$ cat src/pixel_color_adjust_chain_top_macros.svh
// Assertion helpers for the pixel color adjust chain.
// Both sample on the block clock and are off while reset is asserted.
`ifndef PIXEL_COLOR_ADJUST_CHAIN_TOP_MACROS_SVH
`define PIXEL_COLOR_ADJUST_CHAIN_TOP_MACROS_SVH

// The consequent must hold in the same cycle as the antecedent.
`define PCA_ASSERT_SAME(label, ante, cons, msg) \
    label: assert property (@(posedge i_clk) disable iff (!i_rst_n) (ante) |-> (cons)) \
        else $error(msg);

// The consequent must hold in the cycle after the antecedent.
`define PCA_ASSERT_NEXT(label, ante, cons, msg) \
    label: assert property (@(posedge i_clk) disable iff (!i_rst_n) (ante) |=> (cons)) \
        else $error(msg);

`endif

$ cat src/pca_pkg.sv
`default_nettype none

package pca_pkg;

    // Number of adjust stages in the chain.
    localparam int MAX_STAGES     = 4;
    // Fractional bits of the stage gains.
    localparam int GAIN_FRAC_BITS = 12;

    // Stages that the configuration registers can describe.
    localparam int REG_STAGES = 4;
    localparam int KIND_W     = 2;
    localparam int GAIN_W     = 16;
    localparam int KINDS_W    = REG_STAGES * KIND_W;
    localparam int GAINS_W    = REG_STAGES * GAIN_W;
    localparam int CHAN_W     = 8;

    // Opacity is Q1.12 regardless of the gain format.
    localparam int              OPAC_W      = 13;
    localparam int              OPAC_FRAC   = 12;
    localparam logic [OPAC_W-1:0] OPACITY_ONE = OPAC_W'(4096);

    // Configuration port.
    localparam int               CFG_IDX_W   = 2;
    localparam int               CFG_DATA_W  = 64;
    localparam logic [CFG_IDX_W-1:0] CFG_STAGE_KINDS  = CFG_IDX_W'(0);
    localparam logic [CFG_IDX_W-1:0] CFG_STAGE_GAINS  = CFG_IDX_W'(1);
    localparam logic [CFG_IDX_W-1:0] CFG_OPACITY_GAIN = CFG_IDX_W'(2);

    // Stage arithmetic: 32 bits signed covers every gain format from 8 to 16
    // fractional bits.
    localparam int                      ACC_W    = 32;
    localparam logic signed [ACC_W-1:0] ONE_F    = ACC_W'(1 << GAIN_FRAC_BITS);
    localparam logic signed [ACC_W-1:0] MID_F    = ACC_W'(128 << GAIN_FRAC_BITS);
    localparam logic signed [ACC_W-1:0] CHAN_MAX = ACC_W'(255);
    localparam logic signed [8:0]       CHAN_MID = 9'sd128;

    // Luma weights and the divide by 1000 done as a reciprocal multiply.
    // ceil(2^28 / 1000) is exact for every weighted sum below 2^18.
    localparam int               SUM_W       = 18;
    localparam logic [SUM_W-1:0] W_RED       = SUM_W'(299);
    localparam logic [SUM_W-1:0] W_GREEN     = SUM_W'(587);
    localparam logic [SUM_W-1:0] W_BLUE      = SUM_W'(114);
    localparam int               RECIP_W     = 19;
    localparam int               RECIP_SHIFT = 28;
    localparam logic [RECIP_W-1:0] RECIP_1000 = RECIP_W'(268436);

    typedef enum logic [KIND_W-1:0] {
        KIND_PASS     = 2'd0,
        KIND_BRIGHT   = 2'd1,
        KIND_CONTRAST = 2'd2,
        KIND_SAT      = 2'd3
    } t_stage_kind;

    typedef struct packed {
        logic [CHAN_W-1:0] red;
        logic [CHAN_W-1:0] green;
        logic [CHAN_W-1:0] blue;
        logic              eof;
    } t_pix;

    // Code of one stage; stages past the register act as pass.
    function automatic t_stage_kind stage_kind(input logic [KINDS_W-1:0] kinds,
                                               input int idx);
        logic [KINDS_W-1:0] shifted;
        shifted = kinds >> (idx * KIND_W);
        return t_stage_kind'(shifted[KIND_W-1:0]);
    endfunction

    // Gain of one stage; stages past the register get zero.
    function automatic logic [GAIN_W-1:0] stage_gain(input logic [GAINS_W-1:0] gains,
                                                     input int idx);
        logic [GAINS_W-1:0] shifted;
        shifted = gains >> (idx * GAIN_W);
        return shifted[GAIN_W-1:0];
    endfunction

    // Divide by the gain scale, rounding toward zero.
    function automatic logic signed [ACC_W-1:0] div_trunc(input logic signed [ACC_W-1:0] v);
        logic signed [ACC_W-1:0] res;
        if (v < 0) begin
            res = -((-v) >>> GAIN_FRAC_BITS);
        end else begin
            res = v >>> GAIN_FRAC_BITS;
        end
        return res;
    endfunction

    // Saturate to the channel range.
    function automatic logic [CHAN_W-1:0] clamp_chan(input logic signed [ACC_W-1:0] v);
        logic [CHAN_W-1:0] res;
        if (v < 0) begin
            res = '0;
        end else if (v > CHAN_MAX) begin
            res = '1;
        end else begin
            res = v[CHAN_W-1:0];
        end
        return res;
    endfunction

endpackage

`default_nettype wire

$ cat src/pca_opacity_cell.sv
`default_nettype none

// Final opacity scale; its slot is the block's output register.
module pca_opacity_cell import pca_pkg::*; (
    input  wire logic              i_clk,
    input  wire logic              i_rst_n,
    input  wire logic [OPAC_W-1:0] i_opacity,
    input  wire logic              i_valid,
    input  wire t_pix              i_pix,
    output logic                   o_ready,
    output logic                   o_valid,
    output t_pix                   o_pix,
    input  wire logic              i_ready
);

    logic              r_valid;
    t_pix              r_pix, n_pix;
    logic              rdy;
    logic              do_scale;
    logic [CHAN_W-1:0] chan_in  [3];
    logic [CHAN_W-1:0] chan_out [3];
    logic [CHAN_W+OPAC_W-1:0] prod [3];

    always_comb begin
        rdy     = !r_valid || i_ready;
        o_ready = rdy;
        o_valid = r_valid;
        o_pix   = r_pix;
    end

    // Scale each channel when opacity is below one.
    always_comb begin
        do_scale   = i_opacity < OPACITY_ONE;
        chan_in[0] = i_pix.red;
        chan_in[1] = i_pix.green;
        chan_in[2] = i_pix.blue;
        for (int i = 0; i < 3; i++) begin
            prod[i] = (CHAN_W+OPAC_W)'(chan_in[i]) * (CHAN_W+OPAC_W)'(i_opacity);
            if (do_scale) begin
                chan_out[i] = prod[i][OPAC_FRAC +: CHAN_W];
            end else begin
                chan_out[i] = chan_in[i];
            end
        end
        n_pix.red   = chan_out[0];
        n_pix.green = chan_out[1];
        n_pix.blue  = chan_out[2];
        n_pix.eof   = i_pix.eof;
    end

    always_ff @(posedge i_clk) begin
        if (!i_rst_n) begin
            r_valid <= 1'b0;
        end else if (rdy) begin
            r_valid <= i_valid;
        end
    end

    always_ff @(posedge i_clk) begin
        if (rdy) begin
            r_pix <= n_pix;
        end
    end

endmodule

`default_nettype wire

$ cat config.mk
export PLATFORM = sky130hd
export DESIGN_NAME = pca_opacity_cell
export DESIGN_NICKNAME = d
export VERILOG_FILES = /design/src/pixel_color_adjust_chain_top_macros.svh /design/src/pca_pkg.sv /design/src/pca_opacity_cell.sv
export SDC_FILE = /design/constraint.sdc
export NUM_CORES = 1
export LEC_CHECK = 0
export BUFFER_PORTS_ARGS = -buffer_cell sky130_fd_sc_hd__buf_2
export CORE_MARGIN = 5
export CORE_UTILIZATION = 44
export CTS_BUF_LIST = sky130_fd_sc_hd__clkbuf_16
export DETAILED_ROUTE_END_ITERATION = 6
export HOLD_SLACK_MARGIN = 0.1
export PLACE_DENSITY = 0.69
export SYNTH_ARGS = -nofsm -noshare
export SYNTH_HDL_FRONTEND = slang
export SYNTH_SLANG_ARGS = --single-unit
$ cat constraint.sdc
create_clock -name i_clk -period 10.92 [get_ports i_clk]
set_input_delay 0 -clock i_clk [delete_from_list [all_inputs] [get_ports i_clk]]
set_output_delay 0 -clock i_clk [all_outputs]
set_load 0.1 [all_outputs]
==> out/metrics.cfg <==
[status]
status = finished, final reports clean

[routing]
viasPerCell = 5.23
drc = 0
ant_nets = 0
wire_per_inst_um = 15.6
wirelength_mm = 22.5
vias = 7532
first_iter_violations = 308
first_pass_iters = 5

[synthesis]
synth_flop_cell = edfxtp_1
synthesis.nets = 1475
ys_ff_latch = 26
synth.area.top_cells = fa_1 38%, and2_1 15%, ha_1 13%, inv_1 8.3%, edfxtp_1 7.4%
synth-async-reset-ratio_pct = 0
synth_edf_count = 25
synth.distinct_cells = 55
ys_warn_count = 0
synth_top_cell_area_share_pct = 37.7
synth_top_cell_by_area = fa_1
syn_inst = 1133
syn_area_mm2 = 0.0102
syn_avg_cell_area_um2 = 9.00
yosysSeqAreaShare_pct = 7.55

[final_layout]
drive_above_1_share_pct = 7.19
insertedDiodeCount = 0
final_net_count = 1498
syn_to_final_growth_pct = 6.24

[grt]
grt_util_all_layers_pct = 17.9
antenna_found_initial = 0
grt_pass1_wl_mm = 39.2
grt_pass1_vias = 8067
overflow = 0
grt_max_degree = 44

[setup_path]
worstReg2RegEnd = o_valid
cp-startpoint = i_opacity[5]
worstSetupPathType = input pin to flip-flop
worstPathMaxFanout = 24
reg2reg_setup_slack_ns = 9.15
worst_setup_path_start_kind = input pin
rr_worst_depth = 3
arrival_ns = 4.31
cp-end-kind = flip-flop
reg2reg_from = o_valid
required_ns = 10.97

[floorplan]
coreArea_mm2 = 0.0227
die_w_um = 162
start_util_pct = 44.9
pin_count = 69
row_count = 55
die_height_um = 162
die_area_mm2 = 0.0263

[clock_network]
clkSlewWorstSetupHoldPaths_ns = 0.09
cts_sinks = 26
cts_tree = built
clock_latency_ns = 0.29
htreeDepth = 1
clk_path_buf_depth = 2
root_buffer = clkbuf_16
post_cts_buffers = 0
cts-buffers-inserted = 3

[sta]
period_share_pct = 39.0
timing.final.hold_violations = 0
min_period_ns = 4.26
slew_headroom_pct = 45.5
setup_tns_ns = 0
worstMarginPinSlew_ns = 0.813
finClkSkew_ns = 0.00633
rsz0062_at_grt = no
final_max_slew_viol_count = 0
fmaxAchievable_mhz = 235
finalSetupViolations = 0
setup_ws_ns = 6.66

[placement]
place_worst_setup_slack_ns = 6.37
place_congestion = 0.832
dp_hpwl_mm = 17.7
port_buffers = 68

[run]
cap_violations = 0

[pwr]
ir_drop_v = 0.000130
power_density_mw_per_mm2 = 192
finalPower_mw = 2.08
p_leak_nw = 5.52

[min_path]
hold_class = input pin to flip-flop
whs_path_depth = 3
hold_end = o_pix[16]
hold_path_startpoint = i_pix[16]

synth_stat cells, types with 3 or more instances:
cell and instances:
nor2_1 16, o311ai_0 5, o211ai_1 4, and3_1 5, a211o_1 5, clkbuf_1 52, a21o_1 13, nand3_1 7
o21a_1 7, inv_1 225, ha_1 108, xnor2_1 12, and2_1 241, nor4b_1 3, fa_1 192, xor2_1 7
edfxtp_1 25, a211oi_1 4, a21boi_0 3, o21ai_0 21, nand4b_1 3, o31ai_1 4, nor3_1 3, a21oi_1 30
nand2_1 91, nand4_1 8
where the power goes:
group,internal [mW],switching (mW)
registers,0.173,0.0113
clock network,0.0736,0.0501
logic,0.651,1.12
total,0.897,1.18
sequential cells by signal, summed over array words and instances, names as in the netlist:
signal   flops
o_pix       25
o_valid      1
routing by layer:
layer	track usage [%]	vias up	routed length, um
met5	0	-	0
met4	4.19	0	404
met3	2.00	19	1000
met2	30.3	150	10900
met1	24.8	3818	10100
li1	-	3545	-
how the worst max path moves through the flow:
stage / to / slack (ns) / cells after the start
floorplan: o_pix[7] / 6.79 / 17
global placement: o_pix[21] / 6.44 / 15
detailed placement: o_pix[21] / 6.37 / 15
CTS: o_pix[21] / 6.69 / 15
global route: o_pix[21] / 6.41 / 16
finish: o_pix[7] / 6.66 / 16
placed cells by master, fill, tap and decap left out, types with 4 or more instances in the layout:
| master | netlist | final |
|---|---|---|
| a211o_1 | 5 | 5 |
| a211oi_1 | 4 | 4 |
| a21o_1 | 13 | 13 |
| a21oi_1 | 30 | 30 |
| and2_1 | 241 | 241 |
| and3_1 | 5 | 5 |
| buf_2 | 2 | 68 |
| edfxtp_1 | 25 | 25 |
| fa_1 | 192 | 192 |
| ha_1 | 108 | 108 |
| inv_1 | 225 | 225 |
| nand2_1 | 91 | 91 |
| nand3_1 | 7 | 7 |
| nand4_1 | 8 | 8 |
| nor2_1 | 16 | 16 |
| o211ai_1 | 4 | 4 |
| o21a_1 | 7 | 7 |
| o21ai_0 | 21 | 21 |
| o311ai_0 | 5 | 5 |
| o31ai_1 | 4 | 4 |
| xnor2_1 | 12 | 12 |
| xor2_1 | 7 | 7 |
repair_timing:
item | in CTS | in global routing
gates resized for setup | 0 | 0
hold buffers | 3 | 0
endpoints found under the hold margin | 2 | 0
kinds of logic after synthesis:
family                     Yosys count  synth area share, %
AOI/OAI and AO/OA                  120                 8.31
xor gates and xnor gates            19                 1.63
adders and majority gates          300                 50.9
buffers and inverters              280                 10.3
DFF                                 26                 7.55
and+or+nand+nor                    388                 21.3
layout make-up:
type                    count  area [um2]
multi-input cells         827        8380
inverters                 226         848
clock buffers               3        75.1
clock inverters             1        30.0
fillers                  2221       11900
repair buffers             72         378
flip-flops and latches     26         771
well taps                 285         357
worst max-delay path, stage by stage:
cell and delay, ns:
buf_2 0.38, nand2_1 0.15, fa_1 0.53, fa_1 0.55
inv_1 0.05, fa_1 0.47, inv_1 0.05, fa_1 0.47
inv_1 0.04, ha_1 0.29, a21o_1 0.18, a211o_1 0.22
o21ai_1 0.26, a21boi_1 0.12, or3_1 0.31, a31o_2 0.23
metrics by stage:
| step | hold WS [ns] | instances | utilization, % | cell area [um2] |
|---|---|---|---|---|
| after CTS | 0.203 | 1440 | 47.7 | 10800 |
| after detailed placement | 0.182 | 1433 | 47.1 | 10700 |
| after global placement | 0.176 | 1433 | 47.1 | 10700 |
| after floorplan | 0.0989 | 1133 | - | 10200 |
| final | 0.197 | 1440 | 47.7 | 10800 |
| after global routing | 0.234 | 1440 | 47.7 | 10800 |
No activity file was read; power rests on OpenSTA's default activity.
