`src/pixel_color_adjust_chain_top_macros.svh`:
```
// Assertion helpers for the pixel color adjust chain.
// Both sample on the block clock and are off while reset is asserted.
`ifndef PIXEL_COLOR_ADJUST_CHAIN_TOP_MACROS_SVH
`define PIXEL_COLOR_ADJUST_CHAIN_TOP_MACROS_SVH

// The consequent must hold in the same cycle as the antecedent.
`define PCA_ASSERT_SAME(label, ante, cons, msg) \
    label: assert property (@(posedge i_clk) disable iff (!i_rst_n) (ante) |-> (cons)) \
        else $error(msg);

// The consequent must hold in the cycle after the antecedent.
`define PCA_ASSERT_NEXT(label, ante, cons, msg) \
    label: assert property (@(posedge i_clk) disable iff (!i_rst_n) (ante) |=> (cons)) \
        else $error(msg);

`endif

```
`src/pca_pkg.sv`:
```
`default_nettype none

package pca_pkg;

    // Number of adjust stages in the chain.
    localparam int MAX_STAGES     = 4;
    // Fractional bits of the stage gains.
    localparam int GAIN_FRAC_BITS = 12;

    // Stages that the configuration registers can describe.
    localparam int REG_STAGES = 4;
    localparam int KIND_W     = 2;
    localparam int GAIN_W     = 16;
    localparam int KINDS_W    = REG_STAGES * KIND_W;
    localparam int GAINS_W    = REG_STAGES * GAIN_W;
    localparam int CHAN_W     = 8;

    // Opacity is Q1.12 regardless of the gain format.
    localparam int              OPAC_W      = 13;
    localparam int              OPAC_FRAC   = 12;
    localparam logic [OPAC_W-1:0] OPACITY_ONE = OPAC_W'(4096);

    // Configuration port.
    localparam int               CFG_IDX_W   = 2;
    localparam int               CFG_DATA_W  = 64;
    localparam logic [CFG_IDX_W-1:0] CFG_STAGE_KINDS  = CFG_IDX_W'(0);
    localparam logic [CFG_IDX_W-1:0] CFG_STAGE_GAINS  = CFG_IDX_W'(1);
    localparam logic [CFG_IDX_W-1:0] CFG_OPACITY_GAIN = CFG_IDX_W'(2);

    // Stage arithmetic: 32 bits signed covers every gain format from 8 to 16
    // fractional bits.
    localparam int                      ACC_W    = 32;
    localparam logic signed [ACC_W-1:0] ONE_F    = ACC_W'(1 << GAIN_FRAC_BITS);
    localparam logic signed [ACC_W-1:0] MID_F    = ACC_W'(128 << GAIN_FRAC_BITS);
    localparam logic signed [ACC_W-1:0] CHAN_MAX = ACC_W'(255);
    localparam logic signed [8:0]       CHAN_MID = 9'sd128;

    // Luma weights and the divide by 1000 done as a reciprocal multiply.
    // ceil(2^28 / 1000) is exact for every weighted sum below 2^18.
    localparam int               SUM_W       = 18;
    localparam logic [SUM_W-1:0] W_RED       = SUM_W'(299);
    localparam logic [SUM_W-1:0] W_GREEN     = SUM_W'(587);
    localparam logic [SUM_W-1:0] W_BLUE      = SUM_W'(114);
    localparam int               RECIP_W     = 19;
    localparam int               RECIP_SHIFT = 28;
    localparam logic [RECIP_W-1:0] RECIP_1000 = RECIP_W'(268436);

    typedef enum logic [KIND_W-1:0] {
        KIND_PASS     = 2'd0,
        KIND_BRIGHT   = 2'd1,
        KIND_CONTRAST = 2'd2,
        KIND_SAT      = 2'd3
    } t_stage_kind;

    typedef struct packed {
        logic [CHAN_W-1:0] red;
        logic [CHAN_W-1:0] green;
        logic [CHAN_W-1:0] blue;
        logic              eof;
    } t_pix;

    // Code of one stage; stages past the register act as pass.
    function automatic t_stage_kind stage_kind(input logic [KINDS_W-1:0] kinds,
                                               input int idx);
        logic [KINDS_W-1:0] shifted;
        shifted = kinds >> (idx * KIND_W);
        return t_stage_kind'(shifted[KIND_W-1:0]);
    endfunction

    // Gain of one stage; stages past the register get zero.
    function automatic logic [GAIN_W-1:0] stage_gain(input logic [GAINS_W-1:0] gains,
                                                     input int idx);
        logic [GAINS_W-1:0] shifted;
        shifted = gains >> (idx * GAIN_W);
        return shifted[GAIN_W-1:0];
    endfunction

    // Divide by the gain scale, rounding toward zero.
    function automatic logic signed [ACC_W-1:0] div_trunc(input logic signed [ACC_W-1:0] v);
        logic signed [ACC_W-1:0] res;
        if (v < 0) begin
            res = -((-v) >>> GAIN_FRAC_BITS);
        end else begin
            res = v >>> GAIN_FRAC_BITS;
        end
        return res;
    endfunction

    // Saturate to the channel range.
    function automatic logic [CHAN_W-1:0] clamp_chan(input logic signed [ACC_W-1:0] v);
        logic [CHAN_W-1:0] res;
        if (v < 0) begin
            res = '0;
        end else if (v > CHAN_MAX) begin
            res = '1;
        end else begin
            res = v[CHAN_W-1:0];
        end
        return res;
    endfunction

endpackage

`default_nettype wire

```
`src/pca_stage_cell.sv`:
```
`default_nettype none

// One adjust stage: luma sum, luma divide, then the stage operation.
module pca_stage_cell import pca_pkg::*; (
    input  wire logic              i_clk,
    input  wire logic              i_rst_n,
    input  wire t_stage_kind       i_kind,
    input  wire logic [GAIN_W-1:0] i_gain,
    input  wire logic              i_valid,
    input  wire t_pix              i_pix,
    output logic                   o_ready,
    output logic                   o_valid,
    output t_pix                   o_pix,
    input  wire logic              i_ready
);

    logic               r_a_valid, r_b_valid, r_c_valid;
    t_pix               r_a_pix, r_b_pix, r_c_pix;
    logic [SUM_W-1:0]   r_a_sum, n_a_sum;
    logic [CHAN_W-1:0]  r_b_gray, n_b_gray;
    t_pix               n_c_pix;
    logic               rdy_a, rdy_b, rdy_c;

    logic [SUM_W+RECIP_W-1:0]   quot_prod;
    logic signed [ACC_W-1:0]    bright_delta;
    logic [GAIN_W+1:0]          con_m;
    logic signed [ACC_W-1:0]    gray_f;
    logic [CHAN_W-1:0]          chan_in  [3];
    logic [CHAN_W-1:0]          chan_out [3];
    logic signed [ACC_W-1:0]    chan_s   [3];
    logic signed [8:0]          con_diff [3];
    logic signed [8:0]          sat_diff [3];
    logic signed [ACC_W-1:0]    con_acc  [3];
    logic signed [ACC_W-1:0]    sat_acc  [3];

    // A slot can load when it is empty or its content moves on.
    always_comb begin
        rdy_c   = !r_c_valid || i_ready;
        rdy_b   = !r_b_valid || rdy_c;
        rdy_a   = !r_a_valid || rdy_b;
        o_ready = rdy_a;
        o_valid = r_c_valid;
        o_pix   = r_c_pix;
    end

    // Weighted luma sum of the incoming pixel.
    always_comb begin
        n_a_sum = SUM_W'(i_pix.red) * W_RED + SUM_W'(i_pix.green) * W_GREEN
                + SUM_W'(i_pix.blue) * W_BLUE;
    end

    // Luma is the sum divided by 1000, by reciprocal multiply.
    always_comb begin
        quot_prod = (SUM_W+RECIP_W)'(r_a_sum) * (SUM_W+RECIP_W)'(RECIP_1000);
        n_b_gray  = quot_prod[RECIP_SHIFT +: CHAN_W];
    end

    // Stage operation on each channel.
    always_comb begin
        bright_delta = div_trunc($signed(ACC_W'(i_gain)) * CHAN_MAX - MID_F);
        con_m        = (GAIN_W+2)'(ONE_F) + ((GAIN_W+2)'(i_gain) << 1);
        gray_f       = $signed(ACC_W'(r_b_gray)) <<< GAIN_FRAC_BITS;
        chan_in[0]   = r_b_pix.red;
        chan_in[1]   = r_b_pix.green;
        chan_in[2]   = r_b_pix.blue;
        for (int i = 0; i < 3; i++) begin
            chan_s[i]   = $signed(ACC_W'(chan_in[i]));
            con_diff[i] = $signed({1'b0, chan_in[i]}) - CHAN_MID;
            sat_diff[i] = $signed({1'b0, chan_in[i]}) - $signed({1'b0, r_b_gray});
            con_acc[i]  = ACC_W'(con_diff[i] * $signed({1'b0, con_m})) + MID_F;
            sat_acc[i]  = ACC_W'(sat_diff[i] * $signed({1'b0, i_gain})) + gray_f;
            case (i_kind)
                KIND_BRIGHT:   chan_out[i] = clamp_chan(chan_s[i] + bright_delta);
                KIND_CONTRAST: chan_out[i] = clamp_chan(div_trunc(con_acc[i]));
                KIND_SAT:      chan_out[i] = clamp_chan(div_trunc(sat_acc[i]));
                default:       chan_out[i] = chan_in[i];
            endcase
        end
        n_c_pix.red   = chan_out[0];
        n_c_pix.green = chan_out[1];
        n_c_pix.blue  = chan_out[2];
        n_c_pix.eof   = r_b_pix.eof;
    end

    // Slot occupancy.
    always_ff @(posedge i_clk) begin
        if (!i_rst_n) begin
            r_a_valid <= 1'b0;
            r_b_valid <= 1'b0;
            r_c_valid <= 1'b0;
        end else begin
            if (rdy_a) r_a_valid <= i_valid;
            if (rdy_b) r_b_valid <= r_a_valid;
            if (rdy_c) r_c_valid <= r_b_valid;
        end
    end

    // Slot payload.
    always_ff @(posedge i_clk) begin
        if (rdy_a) begin
            r_a_pix <= i_pix;
            r_a_sum <= n_a_sum;
        end
        if (rdy_b) begin
            r_b_pix  <= r_a_pix;
            r_b_gray <= n_b_gray;
        end
        if (rdy_c) begin
            r_c_pix <= n_c_pix;
        end
    end

endmodule

`default_nettype wire

```
`config.mk`:
```
export PLATFORM = sky130hd
export DESIGN_NAME = pca_stage_cell
export DESIGN_NICKNAME = d
export VERILOG_FILES = /design/src/pixel_color_adjust_chain_top_macros.svh /design/src/pca_pkg.sv /design/src/pca_stage_cell.sv
export SDC_FILE = /design/constraint.sdc
export NUM_CORES = 2
export LEC_CHECK = 0
export BUFFER_PORTS_ARGS = -buffer_cell sky130_fd_sc_hd__buf_2
export CAP_MARGIN = 20
export CORE_ASPECT_RATIO = 0.6
export CORE_UTILIZATION = 57
export CTS_BUF_LIST = sky130_fd_sc_hd__clkbuf_4 sky130_fd_sc_hd__clkbuf_8
export CTS_CLUSTER_DIAMETER = 30
export CTS_CLUSTER_SIZE = 40
export DETAILED_ROUTE_END_ITERATION = 10
export GPL_TIMING_DRIVEN = 1
export HOLD_SLACK_MARGIN = 0.15
export PLACE_DENSITY = 0.73
export SLEW_MARGIN = 5
export SYNTH_ARGS = -nofsm -noshare
export SYNTH_HDL_FRONTEND = slang
export SYNTH_SLANG_ARGS = --single-unit
export TNS_END_PERCENT = 5
```
`constraint.sdc`:
```
create_clock -name i_clk -period 12.61 [get_ports i_clk]
set_input_delay 1.8915 -clock i_clk [delete_from_list [all_inputs] [get_ports i_clk]]
set_output_delay 1.8915 -clock i_clk [all_outputs]
set_load 0.02 [all_outputs]
```
==> run metrics <==
Die Width=381 um; initial antenna violation count=3; vias in the first global route=38224; chip height=230 um; GRT Total Usage=0.310; CTS max path bufs=2; Post-synth top flop=edfxtp_1; Async S/R FF share, synth=0; slew at the pin closest to its max-slew limit=1.11 ns; DRT iter0 DRCs=3407; CP dominant cell by count=fa_1; CTS tree=built; cell family with most CP delay=compound AO/OA/AOI/OAI gates; hold path depth=0; cell area after synthesis=49200 um2; Ports=74; post-route ant nets=0; Max stage delay on crit path=0.77 ns; leading area contributor after synthesis=fa_1; post-DP HPWL=107 mm; final WL=132 mm; clock-pin slew on the worst setup and hold paths=0.13 ns; largest net degree at the start of global routing=46; Vias=38265; core region area=85600 um2; Final Setup Violations=0; Synth warnings=0; Distinct cells, synth=105; min-delay worst type=register to register; Pre-antenna DRT Iters=6; Buffers on Ports=73; WP data required=12.89 ns; Congestion Overflow GR=0; Arr. time, crit path=11.12 ns; # resized after CTS=0; DR vias/cell=5.81; Max Slew Vio Count=0; clock buffer count from CTS=9; register bit total from synthesis=104; Max transition margin=0.253; Levels on crit path=35; setup TNS=0 ns; area share of the largest cell type after synthesis=0.339; clock latency at the later pin of the worst-skew pair=0.44 ns; clock root cell=clkbuf_8; Fmax=92.3 MHz; total of max-cap violations=0; hold bufs inserted after CTS=0; crit path kind=register to register; die area=87600 um2; worst-case reg-to-reg path depth=35; startpoint types=register; CTS H-tree depth=3; Antenna Cells=0; skew final=0.0250 ns; Gate Count Post-Synth=5455; post-synthesis area per instance=9.03 um2; post-route setup slack=1.77 ns; RSZ-0062 raised after global routing=false; status=completed; drt wl/cell=20.1 um; synth top area cells=fa_1 (34%), ha_1 (20%), inv_1 (7.5%), edfxtp_1 (6.2%), and2_1 (4.6%); Initial Util=0.576; # clock sinks=104; most frequent cell after synthesis=inv_1; Post-route DRC=0; Final Hold Fails=0; Buf/Inv on CP=4; Seq/Total Area, Yosys=0.0628; CP endpoint kind=register; most frequent cells after synthesis=inv_1 (979), fa_1 (834), ha_1 (779); nets=7094; Syn Nets=7115; first-pass GRT wire length=212 mm; # Post-CTS Setup Buffers=0; Period minus WS final=10.84 ns; worst-path maximum fanout=15; Final Cycle Share=0.859; CP max-delay cell=edfxtp_1; Area Overhead vs Synth=4.00%; ratio of cells with drive above 1 in the final layout=0.0485; gpl congestion=1.04; Post-Place Worst Slack=1.47 ns; Post-synth EDFFs=101; Std-Cell Rows=83
==> placed cells by master (no fill, tap or decap), drive strengths merged, types with 38 or more instances in the layout <==
master  Yosys  layout
nor2b      54      54
edfxtp    101     101
buf        16     149
o21ai     150     150
nand2b    124     124
inv       980     983
a21o       91      91
a21oi     177     177
xor2      100     100
or2        47      47
fa        834     834
ha        779     779
nor2      235     235
xnor2     149     149
nand2     486     486
o21bai     38      38
nor3       70      70
and2      362     362
nand3      49      49
==> layer usage <==
layer | share of wire | GRT usage | vias up | wire length, um
met5 | 0.000068 | 0 | - | 9
met4 | 0.025 | 0.0718 | 2 | 3280
met3 | 0.12 | 0.0908 | 183 | 16000
met2 | 0.41 | 0.438 | 1728 | 53600
met1 | 0.45 | 0.464 | 18833 | 59300
li1 | - | - | 17519 | -
==> cell families after synthesis <==
| group | Yosys count | share of synthesized area |
|---|---|---|
| AND/OR/NAND/NOR | 1599 | 0.167 |
| flip-flops | 104 | 0.0628 |
| adder cells (fa/ha/maj) | 1613 | 0.537 |
| XOR/XNOR | 249 | 0.0444 |
| AO/OA/AOI/OAI | 714 | 0.0971 |
| multiplexers | 13 | 0.00274 |
| buffers and inverters | 1163 | 0.0890 |
==> flip-flops by register name, summed over array words and instances, names as in the netlist <==
name	count
r_a_pix	25
r_a_sum	18
o_valid	1
n_c_pix	1
r_b_valid	1
chan_in	24
r_b_gray	8
o_pix	25
r_a_valid	1
==> per-stage QoR <==
stage / hold WS, ns / std cells / instance area [um2] / util
final: 0.428 / 6586 / 51200 / 0.599
after global placement: 0.402 / 6567 / 51000 / 0.596
after detailed placement: 0.405 / 6567 / 51000 / 0.596
after global routing: 0.434 / 6586 / 51200 / 0.599
after CTS: 0.430 / 6583 / 51200 / 0.598
after floorplan: 0.400 / 5455 / 49200 / -
==> cell type report <==
cell class / count / area (um2)
inverters: 982 / 3690
well taps: 1147 / 1440
fillers: 7405 / 34400
clock inverters: 7 / 71.3
repair buffers: 149 / 972
flip-flops and latches: 104 / 3090
multi-input cells: 4188 / 41800
clock buffers: 9 / 124
==> path summary, 6_finish.rpt <==
check | startpoint | endpoint | slack, ns
worst max-delay path | r_b_gray[0] | o_pix[17] | 1.77
worst min-delay path | r_a_pix[16] | chan_in[15] | 0.43
worst max register to register | r_b_gray[0] | o_pix[17] | 1.77
worst min register to register | r_a_pix[16] | chan_in[15] | 0.43
Power is not shown: default switching activity piles up to over one toggle a cycle in this logic, so the estimate is an artifact.
